**config.mk**
```make
export PLATFORM = sky130hd
export DESIGN_NAME = lpmr_ctrl
export DESIGN_NICKNAME = d
export VERILOG_FILES = /design/src/design/lpmr_pkg.sv /design/src/design/lpmr_ctrl.sv
export SDC_FILE = /design/constraint.sdc
export NUM_CORES = 1
export LEC_CHECK = 0
export ABC_AREA = 1
export BUFFER_PORTS_ARGS = -buffer_cell sky130_fd_sc_hd__buf_4
export CORE_UTILIZATION = 30
export DETAILED_ROUTE_END_ITERATION = 16
export GPL_TIMING_DRIVEN = 1
export PLACE_DENSITY = 0.61
export SLEW_MARGIN = 20
export SYNTH_ARGS = -nofsm -noshare
export SYNTH_HDL_FRONTEND = slang
export SYNTH_SLANG_ARGS = --single-unit
```
**constraint.sdc**
```tcl
create_clock -name clk -period 1.93 [get_ports clk]
set_input_delay 0.386 -clock clk [delete_from_list [all_inputs] [get_ports clk]]
set_output_delay 0.386 -clock clk [all_outputs]
set_load 0.05 [all_outputs]
```
**src/design/lpmr_pkg.sv**
```systemverilog
// Shared types and constants for the length-prefixed message ring.
// Used by the controller, the datapath and the top level.
package lpmr_pkg;

  localparam int RING_BYTES_DEF  = 1024;
  localparam int MAX_MESSAGE_DEF = 64;
  localparam int HDR_BYTES       = 4;
  localparam int STORED_W        = 11;
  localparam int LEN_W           = 7;
  localparam int CNT_W           = 7;
  localparam int IN_DATA_W       = 16;
  localparam int OUT_DATA_W      = 24;

  typedef enum logic [1:0] {
    MODE_WRITE = 2'd0,
    MODE_READ  = 2'd1,
    MODE_PEEK  = 2'd2,
    MODE_NONE  = 2'd3
  } mode_t;

  typedef enum logic [1:0] {
    ST_OK       = 2'd0,
    ST_EMPTY    = 2'd1,
    ST_LENGTH   = 2'd2,
    ST_NO_SPACE = 2'd3
  } status_t;

  typedef enum logic [2:0] {
    S_IDLE,
    S_DISPATCH,
    S_WR_HDR,
    S_WR_BYTE,
    S_RD_HDR,
    S_RD_EVAL,
    S_RD_DATA,
    S_RESP
  } state_t;

  // Controller to datapath
  typedef struct packed {
    logic    req_load;
    logic    cnt_clear;
    logic    wr_start;
    logic    hdr_wr;
    logic    wr_byte;
    logic    rd_hdr;
    logic    rd_eval;
    logic    status_load;
    status_t status_code;
    logic    emit_resp;
    logic    emit_data;
  } cmd_t;

  // Datapath to controller
  typedef struct packed {
    mode_t mode;
    logic  progress_zero;
    logic  len_zero;
    logic  rejected;
    logic  empty;
    logic  hdr_done;
    logic  exceed;
    logic  stored_zero;
    logic  last_byte;
    logic  out_free;
  } stat_t;

endpackage

```
**src/design/lpmr_ctrl.sv**
```systemverilog
// Controller state machine of the message ring.
// Drives datapath commands from its status; depends on lpmr_pkg.
module lpmr_ctrl (
  input  logic            clk,
  input  logic            rst,
  input  logic            s_tvalid,
  output logic            s_tready,
  input  lpmr_pkg::stat_t stat,
  output lpmr_pkg::cmd_t  cmd
);

  lpmr_pkg::state_t state;
  lpmr_pkg::state_t state_next;
  logic             is_write;
  logic             is_read;

  assign is_write = (stat.mode == lpmr_pkg::MODE_WRITE);
  assign is_read  = (stat.mode == lpmr_pkg::MODE_READ) || (stat.mode == lpmr_pkg::MODE_PEEK);

  // State register
  always_ff @(posedge clk) begin
    if (rst) begin
      state <= lpmr_pkg::S_IDLE;
    end else begin
      state <= state_next;
    end
  end

  // Next state
  always_comb begin
    state_next = state;
    unique case (state)
      lpmr_pkg::S_IDLE: begin
        if (s_tvalid) begin
          state_next = lpmr_pkg::S_DISPATCH;
        end
      end
      lpmr_pkg::S_DISPATCH: begin
        if (is_write) begin
          if (!stat.progress_zero) begin
            state_next = lpmr_pkg::S_WR_BYTE;
          end else if (stat.len_zero) begin
            state_next = lpmr_pkg::S_RESP;
          end else begin
            state_next = lpmr_pkg::S_WR_HDR;
          end
        end else if (is_read) begin
          state_next = stat.empty ? lpmr_pkg::S_RESP : lpmr_pkg::S_RD_HDR;
        end else begin
          state_next = lpmr_pkg::S_IDLE;
        end
      end
      lpmr_pkg::S_WR_HDR: begin
        if (stat.rejected || stat.hdr_done) begin
          state_next = lpmr_pkg::S_WR_BYTE;
        end
      end
      lpmr_pkg::S_WR_BYTE: state_next = lpmr_pkg::S_RESP;
      lpmr_pkg::S_RD_HDR: begin
        if (stat.hdr_done) begin
          state_next = lpmr_pkg::S_RD_EVAL;
        end
      end
      lpmr_pkg::S_RD_EVAL: begin
        state_next = (stat.exceed || stat.stored_zero) ? lpmr_pkg::S_RESP :
                                                         lpmr_pkg::S_RD_DATA;
      end
      lpmr_pkg::S_RD_DATA: begin
        if (stat.out_free && stat.last_byte) begin
          state_next = lpmr_pkg::S_IDLE;
        end
      end
      lpmr_pkg::S_RESP: begin
        if (stat.out_free) begin
          state_next = lpmr_pkg::S_IDLE;
        end
      end
      default: state_next = lpmr_pkg::S_IDLE;
    endcase
  end

  // Commands
  always_comb begin
    cmd             = '0;
    cmd.status_code = lpmr_pkg::ST_OK;
    s_tready        = 1'b0;
    unique case (state)
      lpmr_pkg::S_IDLE: begin
        s_tready     = 1'b1;
        cmd.req_load = s_tvalid;
      end
      lpmr_pkg::S_DISPATCH: begin
        cmd.cnt_clear = 1'b1;
        if (is_write && stat.progress_zero) begin
          if (stat.len_zero) begin
            cmd.status_load = 1'b1;
            cmd.status_code = lpmr_pkg::ST_OK;
          end else begin
            cmd.wr_start = 1'b1;
          end
        end else if (is_read && stat.empty) begin
          cmd.status_load = 1'b1;
          cmd.status_code = lpmr_pkg::ST_EMPTY;
        end
      end
      lpmr_pkg::S_WR_HDR: cmd.hdr_wr = !stat.rejected && !stat.hdr_done;
      lpmr_pkg::S_WR_BYTE: cmd.wr_byte = 1'b1;
      lpmr_pkg::S_RD_HDR: cmd.rd_hdr = 1'b1;
      lpmr_pkg::S_RD_EVAL: begin
        cmd.rd_eval = 1'b1;
        if (stat.exceed) begin
          cmd.status_load = 1'b1;
          cmd.status_code = lpmr_pkg::ST_LENGTH;
        end else if (stat.stored_zero) begin
          cmd.status_load = 1'b1;
          cmd.status_code = lpmr_pkg::ST_OK;
        end
      end
      lpmr_pkg::S_RD_DATA: cmd.emit_data = stat.out_free;
      lpmr_pkg::S_RESP: cmd.emit_resp = stat.out_free;
      default: cmd = '0;
    endcase
  end

endmodule

```
# [Word-level counts from Yosys, hierarchy flattened]
# Index checks and enable logic that the tools add are counted.
[word_totals] register_bits=3 mem_bits_rw=0 word_cells=56 romBits=0 inputBits=14 latch_bits=0 memories=0 out_inout_bits=13
[classes] shift=0 addsub=0 muxes=29 div=0 magnitude_cmp=0 n_eq_ne=14 n_mul=0 n_reduce_logical=12 bitwise_logic=0
[op_table] cell="2-to-1 mux 3 bit" n=14
[op_table] cell="one-hot mux 3 bit (8 select lines)" n=1
[op_table] cell="== test 3 bit (second input constant)" n=4
[op_table] cell="2-to-1 mux 1 bit" n=11
[op_table] cell="!= test 2 bit (second input constant)" n=5
[op_table] cell="== test 3 x 2 -> 1 bit (second input constant)" n=2
[op_table] cell="one-hot mux 3 bit (2 select lines)" n=1
[op_table] cell="AND reduction 5 bit" n=1
[op_table] cell="logical AND 1 bit" n=4
[op_table] cell="2-to-1 mux 2 bit" n=2
[op_table] cell="== test 3 x 1 -> 1 bit (second input constant)" n=1
[op_table] cell="zero test 3 bit" n=1
[op_table] cell="logical OR 1 bit" n=3
[op_table] cell="== test 2 x 1 -> 1 bit (second input constant)" n=1
[op_table] cell="== test 2 bit (second input constant)" n=1
[op_table] cell="zero test 1 bit" n=2
[op_table] cell="zero test 2 bit" n=1

# [Depth between registers and ports, before layout]
# Gate-level depths: netlist of the first run.
[logic_depth] ltp_word=6 mapped_depth=10

# [Worst setup path before layout of the first run]
# OpenSTA, ideal clock, no wires.
[synth_timing] path_type="in2out" from="input port stat[9] (netlist name)" to="output port cmd[4] (netlist name)" t_arrival_ns=1.906 stages=6 slack_ns=-0.362 n_path_buf=0 path_cell_list="inv_1 > ha_1 > nand2_1 > nor3_2 > a31oi_1 > nand2_1"
[synth_lines] item="start: declaration" line="lpmr_ctrl.sv:8" rtl="input lpmr_pkg::stat_t stat,"
[synth_lines] item="end: declaration" line="lpmr_ctrl.sv:9" rtl="output lpmr_pkg::cmd_t cmd"

==> metrics.md, run 1 <==
| Metric | Value |
|---|---|
| Register area share after synthesis | `around 14%` |
| Final setup vio count | `0` |
| Dpl ws | `around 0.19 ns` |
| Headroom to the max-slew limit | `between 80% and 90%` |
| Syn Area/Cell | `~5.2 um2` |
| Nets@finish | `130` |
| Worst EP required | `1.54 ns` |
| Gp weighted congestion | `~0.72` |
| Area added between synthesis and finish | `59.4%` |
| # DRC | `0` |
| Worst Setup Slack, final | `about 0.12 ns` |
| Routed len/inst | `a little over 8 um` |
| Hold endpoint | `state[1]` |
| Total gr overflow | `0` |
| Worst vdd ir | `0.572 mV` |
| Total GRT Usage | `approximately 14%` |
| Worst-Skew Late Latency | `between 0.2 and 0.25 ns` |
| CTS clk-pin slew, worst paths | `around 0.040 ns` |
| Syn Nets | `between 90 and 100` |
| Final Cycle Share | `a little over nine tenths` |
| Largest reg by FF count | `state` |
| Main area contributors after synthesis | `nand2_1 (18%), inv_1 (14%), dfxtp_1 (14%)` |
| Max-Cap Viols | `0` |
| Final Core Density | `between 50 and 60%` |
| Critical path class | `flop to output port` |
| HPWL after DPL | `about 900 um` |
| Crit end category | `output port` |
| Setup Fix Bufs, Post-CTS | `0` |
| CP Launch Type | `flop` |
| Uppermost layer routed | `met3` |
| Final Hold Viols | `0` |
| Async set or reset register ratio after synthesis | `0%` |
| Die area | `roughly 1600 um2` |
| Pwr Total | `1.00 mW` |
| Area fraction of the dominant cell type after synthesis | `17.9%` |
| R2R cell count | `8` |
| Max Root-Sink Buffers | `2` |
| Port buffer count | `26` |
| Post-synth top cells | `nand2_1 (21), inv_1 (17), nor2_1 (15)` |
| Pin count of the biggest net entering global routing | `9` |
| Post-synthesis cell count | `84` |
| FF-to-FF End | `state[1]` |
| Clock Skew | `roughly 0.00074 ns` |
| Biggest regs | `state: 3 flops` |
| IO Pins | `27` |
| Max-slew violations | `0` |
| Hold_sp | `rst` |
| Reg2reg start | `state[0]` |
| Setup TNS | `0 ns` |
| Worst hold margin | `slightly above 0.4 ns` |
| RSZ-0062 raised after global routing | `no` |
| Die Y | `roughly 40 um` |
| Total core area | `between 1000 and 1500 um2` |
| Pwr Density | `1420 nW/um2` |
| Layout cell share with drive strength beyond 1 | `about two fifths` |
| Starting Density | `about a third` |
| Vias | `565` |
| First-pass DRT Iterations | `4` |
| CTS sink count | `3` |
| N_diodes | `0` |
| Number of flops mapped to enable cells by yosys | `0` |
| First-pass GRT wire length | `~1500 um` |
| Synthesized area | `440 um2` |
| Worst-margin pin slew | `roughly 0.18 ns` |
| FMAX | `between 0.5 and 0.6 GHz` |
| Synthesis Warnings | `0` |
| CTS root buffer | `clkbuf_4` |
| Initial antenna violation count | `0` |
| Leak | `0.446 nW` |
| CTS tree | `built` |
| Minimum clock period | `between 1.5 and 2 ns` |
| M1 wire length | `around 470 um` |
| Status | `complete, no violations` |
| Netlist cell types | `19` |
| Worst-path fanout max | `5` |
| Hold path cells | `4` |
| Most frequent cell after synthesis | `nand2_1` |
| WL met3 | `approximately 75 um` |
| Register bit total from synthesis | `3` |
| Reg2reg setup slack | `0.72 ns` |
| Largest area contributor in the netlist | `nand2_1` |
| Antenna Nets Post-Route | `0` |
| Worst hold-check path type | `primary input to flop` |
| Main flop type after synthesis | `dfxtp_1` |
| Num CTS Buffers | `3` |
| Drt total wl | `around 1100 um` |
| Via density | `around 4.4` |
| Initial DRC count | `9` |
| DIE WIDTH | `between 40 and 50 um` |
| Routed wire length on met2 | `around 520 um` |
| Crit path DAT | `around 1.4 ns` |
| Vias in the first global route | `418` |
| Number of H-tree levels | `1` |
| Max FFs per register | `3` |
| Row cnt | `13` |
report_power, final:
group          internal, mW  total (mW)  switching, mW
clock                0.0776       0.112         0.0348
combinational         0.243       0.764          0.521
sequential           0.0929       0.123         0.0304
logic make-up (layout without fill, tap and decap cells):
| group | count (synthesis) | in the layout | synth area share (%) |
|---|---|---|---|
| and+or+nand+nor | 57 | 57 | 60.5 |
| buffers and inverters | 21 | 51 | 20.5 |
| AOI/OAI and AO/OA | 2 | 2 | 2.56 |
| DFF | 3 | 3 | 13.6 |
| adders and majority gates | 1 | 1 | 2.84 |
what timing repair did:
item	in CTS	in global routing
hold buffers	0	0
gates resized for setup	0	1
endpoints found under the setup margin	0	1
layer usage:
layer / global-route usage (%) / vias up
met5: 0 / -
met4: 2.50 / 0
met3: 5.00 / 0
met2: 26.6 / 22
met1: 14.9 / 229
li1: - / 314
worst max-delay path: stages, from the launching register on:
cell     delay [ns]
dfxtp_1        0.33
inv_2          0.05
nor2_1         0.16
nand2_2        0.14
nor3_4         0.19
a31oi_1        0.07
nand2_2        0.07
buf_4          0.18
area by class of cell:
| class | count | area (um2) |
|---|---|---|
| Clock buffer | 4 | 26.3 |
| Fill cell | 163 | 632 |
| Inverter | 19 | 71.3 |
| Multi-Input combinational cell | 60 | 314 |
| Sequential cell | 3 | 61.3 |
| Tap cell | 15 | 18.8 |
| Timing Repair Buffer | 28 | 210 |
worst max-delay path by stage:
stage	depth (start not counted)	slack (ns)	to	startpoint
after floorplan	2	-0.02	cmd[0]	state[1]
after global placement	8	0.21	cmd[4]	stat[9]
after detailed placement	9	0.19	cmd[4]	stat[9]
after CTS	6	0.06	cmd[4]	state[1]
after global routing	6	0.02	cmd[4]	state[1]
final	7	0.12	cmd[4]	state[0]
cells in the final DEF, fill, tap and decap left out, drive strengths merged, types with 2 or more instances in the layout:
cell type   n
nand3       9
or2         2
clkbuf      4
nor3        3
nand2      23
inv        19
buf        28
nand4       2
nor2       18
dfxtp       3
stage by stage:
step / cells / instance area [um2]
floorplan: 84 / 464
CTS: 129 / 701
finish: 129 / 702
detailed placement: 125 / 674
global route: 129 / 702
global placement: 125 / 674
(Power assumes the default switching activity.)
==> inputs of run 2 (changes only) <==
SLEW_MARGIN = 5   (was 20)
clock period = 1.8 ns   (was 1.93 ns; I/O delays follow)
==> run 2 against run 1 <==
Clock power is 9.8% higher. Final cell count is 1.6% higher. Sequential cell count stayed put. Die area stayed put. Non-clock buffer count is 2 higher.
==> metrics.md, run 2 (synthesized netlist as in run 1, its figures left out) <==
| Metric | Value |
|---|---|
| Routed wire length on met2 | `540 um (was 523 um)` |
| Gp weighted congestion | `0.739 (was 0.717)` |
| Status | `complete, no violations (unchanged)` |
| Number of H-tree levels | `1 (unchanged)` |
| FMAX | `between 0.5 and 0.6 GHz` |
| Hold endpoint | `state[2] (was state[1])` |
| N_diodes | `0 (unchanged)` |
| Reg2reg start | `state[0] (unchanged)` |
| CTS sink count | `3 (unchanged)` |
| Dpl ws | `0.0852 ns (was 0.188 ns)` |
| Port buffer count | `26 (unchanged)` |
| Hold_buf cts | `0 (unchanged)` |
| Nets@finish | `132 (was 130)` |
| Clock Skew | `0.00436 ns (was 0.000737 ns)` |
| IO Pins | `27 (unchanged)` |
| Clock power frac | `11.1% (was 11.2%)` |
| Die area | `1630 um2 (unchanged)` |
| Reg2reg setup slack | `0.59 ns (was 0.72 ns)` |
| Worst hold-check path type | `primary input to flop (unchanged)` |
| Worst Setup Slack, final | `0.122 ns (was 0.117 ns)` |
| DIE WIDTH | `40.3 um (unchanged)` |
| Uppermost layer routed | `met3 (unchanged)` |
| Most frequent cells in the layout | `buf_4 (29), nand2_1 (19), inv_1 (17) (was buf_4 (28), nand2_1 (19), inv_1 (17))` |
| Pwr Density | `1550 nW/um2 (was 1420 nW/um2)` |
| Pwr Total | `1.10 mW (was 1.00 mW)` |
| Sequential group share of total power | `12.2% (was 12.3%)` |
| Total GRT Usage | `14.4% (was 14.1%)` |
| Max Root-Sink Buffers | `2 (unchanged)` |
| Critical path class | `primary input to output port (was flop to output port)` |
| Initial antenna violation count | `0 (unchanged)` |
| Net Switching | `0.642 mW (was 0.586 mW)` |
| Starting Density | `33.0% (unchanged)` |
| CTS root buffer | `clkbuf_4 (unchanged)` |
| Final Core Density | `53.5% (was 52.6%)` |
| Worst vdd ir | `0.591 mV (was 0.572 mV)` |
| Power share of the combinational group | `76.7% (was 76.4%)` |
| First-pass DRT Iterations | `4 (unchanged)` |
| Non-Filler Instances | `131 (was 129)` |
| Hold_sp | `rst (unchanged)` |
| CTS clk-pin slew, worst paths | `0.04 ns (about the same)` |
| Largest reg by FF count | `state (unchanged)` |
| Via density | `4.49 (was 4.38)` |
| Initial DRC count | `6 (was 9)` |
| Layout cell share with drive strength beyond 1 | `42.2% (was 40.4%)` |
| First-pass GRT wire length | `1550 um (was 1530 um)` |
| Worst hold margin | `0.373 ns (was 0.409 ns)` |
| Num CTS Buffers | `3 (unchanged)` |
| Antenna Nets Post-Route | `0 (unchanged)` |
| Crit end category | `output port (unchanged)` |
| Die Y | `40.3 um (unchanged)` |
| Pint | `0.462 mW (was 0.414 mW)` |
| Total core area | `1330 um2 (unchanged)` |
| Minimum clock period | `around 1.7 ns` |
| HPWL after DPL | `932 um (was 913 um)` |
| Final setup vio count | `0 (unchanged)` |
| Headroom to the max-slew limit | `87.0% (was 87.7%)` |
| Max FFs per register | `3 (unchanged)` |
| Worst-path fanout max | `3 (was 5)` |
| Row cnt | `13 (unchanged)` |
| Final Cycle Share | `93.2%` |
| Final Hold Viols | `0 (unchanged)` |
| Leak | `0.455 nW (was 0.446 nW)` |
| # DRC | `0 (unchanged)` |
| Net Sw Frac | `58.1% (was 58.6%)` |
| Total gr overflow | `0 (unchanged)` |
| Commonest non-fill, non-tap cell in the layout | `buf_4 (unchanged)` |
| Placed Cells | `126 (was 125)` |
| Area added between synthesis and finish | `61.9% (was 59.4%)` |
| CP Launch Type | `primary input (was flop)` |
| CTS tree | `built (unchanged)` |
| Worst EP required | `1.44 ns (was 1.54 ns)` |
| Biggest regs | `state: 3 flops (unchanged)` |
| Pin count of the biggest net entering global routing | `9 (unchanged)` |
| Vias | `588 (was 565)` |
| Max-slew violations | `0 (unchanged)` |
| Worst-margin pin slew | `0.195 ns (was 0.184 ns)` |
| Max-Cap Viols | `0 (unchanged)` |
| WL met3 | `77 um (was 75 um)` |
| RSZ-0062 raised after global routing | `no (unchanged)` |
| Routed len/inst | `8.47 um (was 8.30 um)` |
| Worst-Skew Late Latency | `0.24 ns (was 0.23 ns)` |
| Hold path cells | `4 (unchanged)` |
| Crit path DAT | `1.32 ns (was 1.43 ns)` |
| Vias in the first global route | `429 (was 418)` |
| M1 wire length | `491 um (was 471 um)` |
| R2R cell count | `8 (unchanged)` |
| FF-to-FF End | `state[1] (unchanged)` |
| Drt total wl | `1110 um (was 1070 um)` |
[run 2: cell types whose count changed in the layout (fill, tap and decap cells not counted), sizes merged]
| cell | change |
|---|---|
| buf | +2 |
[run 2: through the flow]
stage | TNS [ns] | instance area (um2)
final | 0 | 713
after global routing | 0 | 713
after CTS | 0 | 699
after detailed placement | 0 | 672
after global placement | 0 | 672
after floorplan | -0.347 | 454
[run 2: power by group through the flow]
stage / clock [mW] / sequential (mW) / combinational [mW]
after CTS: 0.126 / 0.132 / 0.830
after global placement: 0 / 0.131 / 0.820
final: 0.123 / 0.135 / 0.846
after detailed placement: 0 / 0.131 / 0.828
after floorplan: 0 / 0.121 / 0.639
after global routing: 0.133 / 0.138 / 0.926
[run 2: worst max path at each step]
stage / end / from / slack (ns) / depth (start not counted)
global route: cmd[4] / state[0] / 0.02 / 7
floorplan: cmd[0] / state[1] / -0.12 / 2
detailed placement: cmd[4] / stat[9] / 0.09 / 8
finish: cmd[4] / stat[9] / 0.12 / 8
CTS: cmd[4] / state[0] / 0.009 / 7
global placement: cmd[4] / stat[9] / 0.11 / 8
[run 2: cell type report]
type,instances,area [um2]
multi-input combinational,60,307
timing repair buffer,30,229
clock buffer,4,26.3
inverter,19,71.3
sequential,3,61.3
tap,15,18.8
fill,153,621
[run 2: critical path, cell delays in order]
cell     delay [ns]
buf_4          0.10
inv_1          0.05
ha_2           0.27
nand2_2        0.10
nor3_4         0.04
a31oi_1        0.17
nand2_2        0.07
buf_6          0.15
[run 2: timing repair]
action,4_1_cts,5_1_grt
buffers inserted,0,1
pin swaps,0,0
gates resized for setup,1,2
cloned,0,0
endpoints found under the setup margin,1,1
[run 2: metal layers]
layer  vias to the layer above  track usage, %
li1                        317               -
met1                       244            16.2
met2                        27            26.2
met3                         0            6.67
met4                         0               0
met5                         -               0
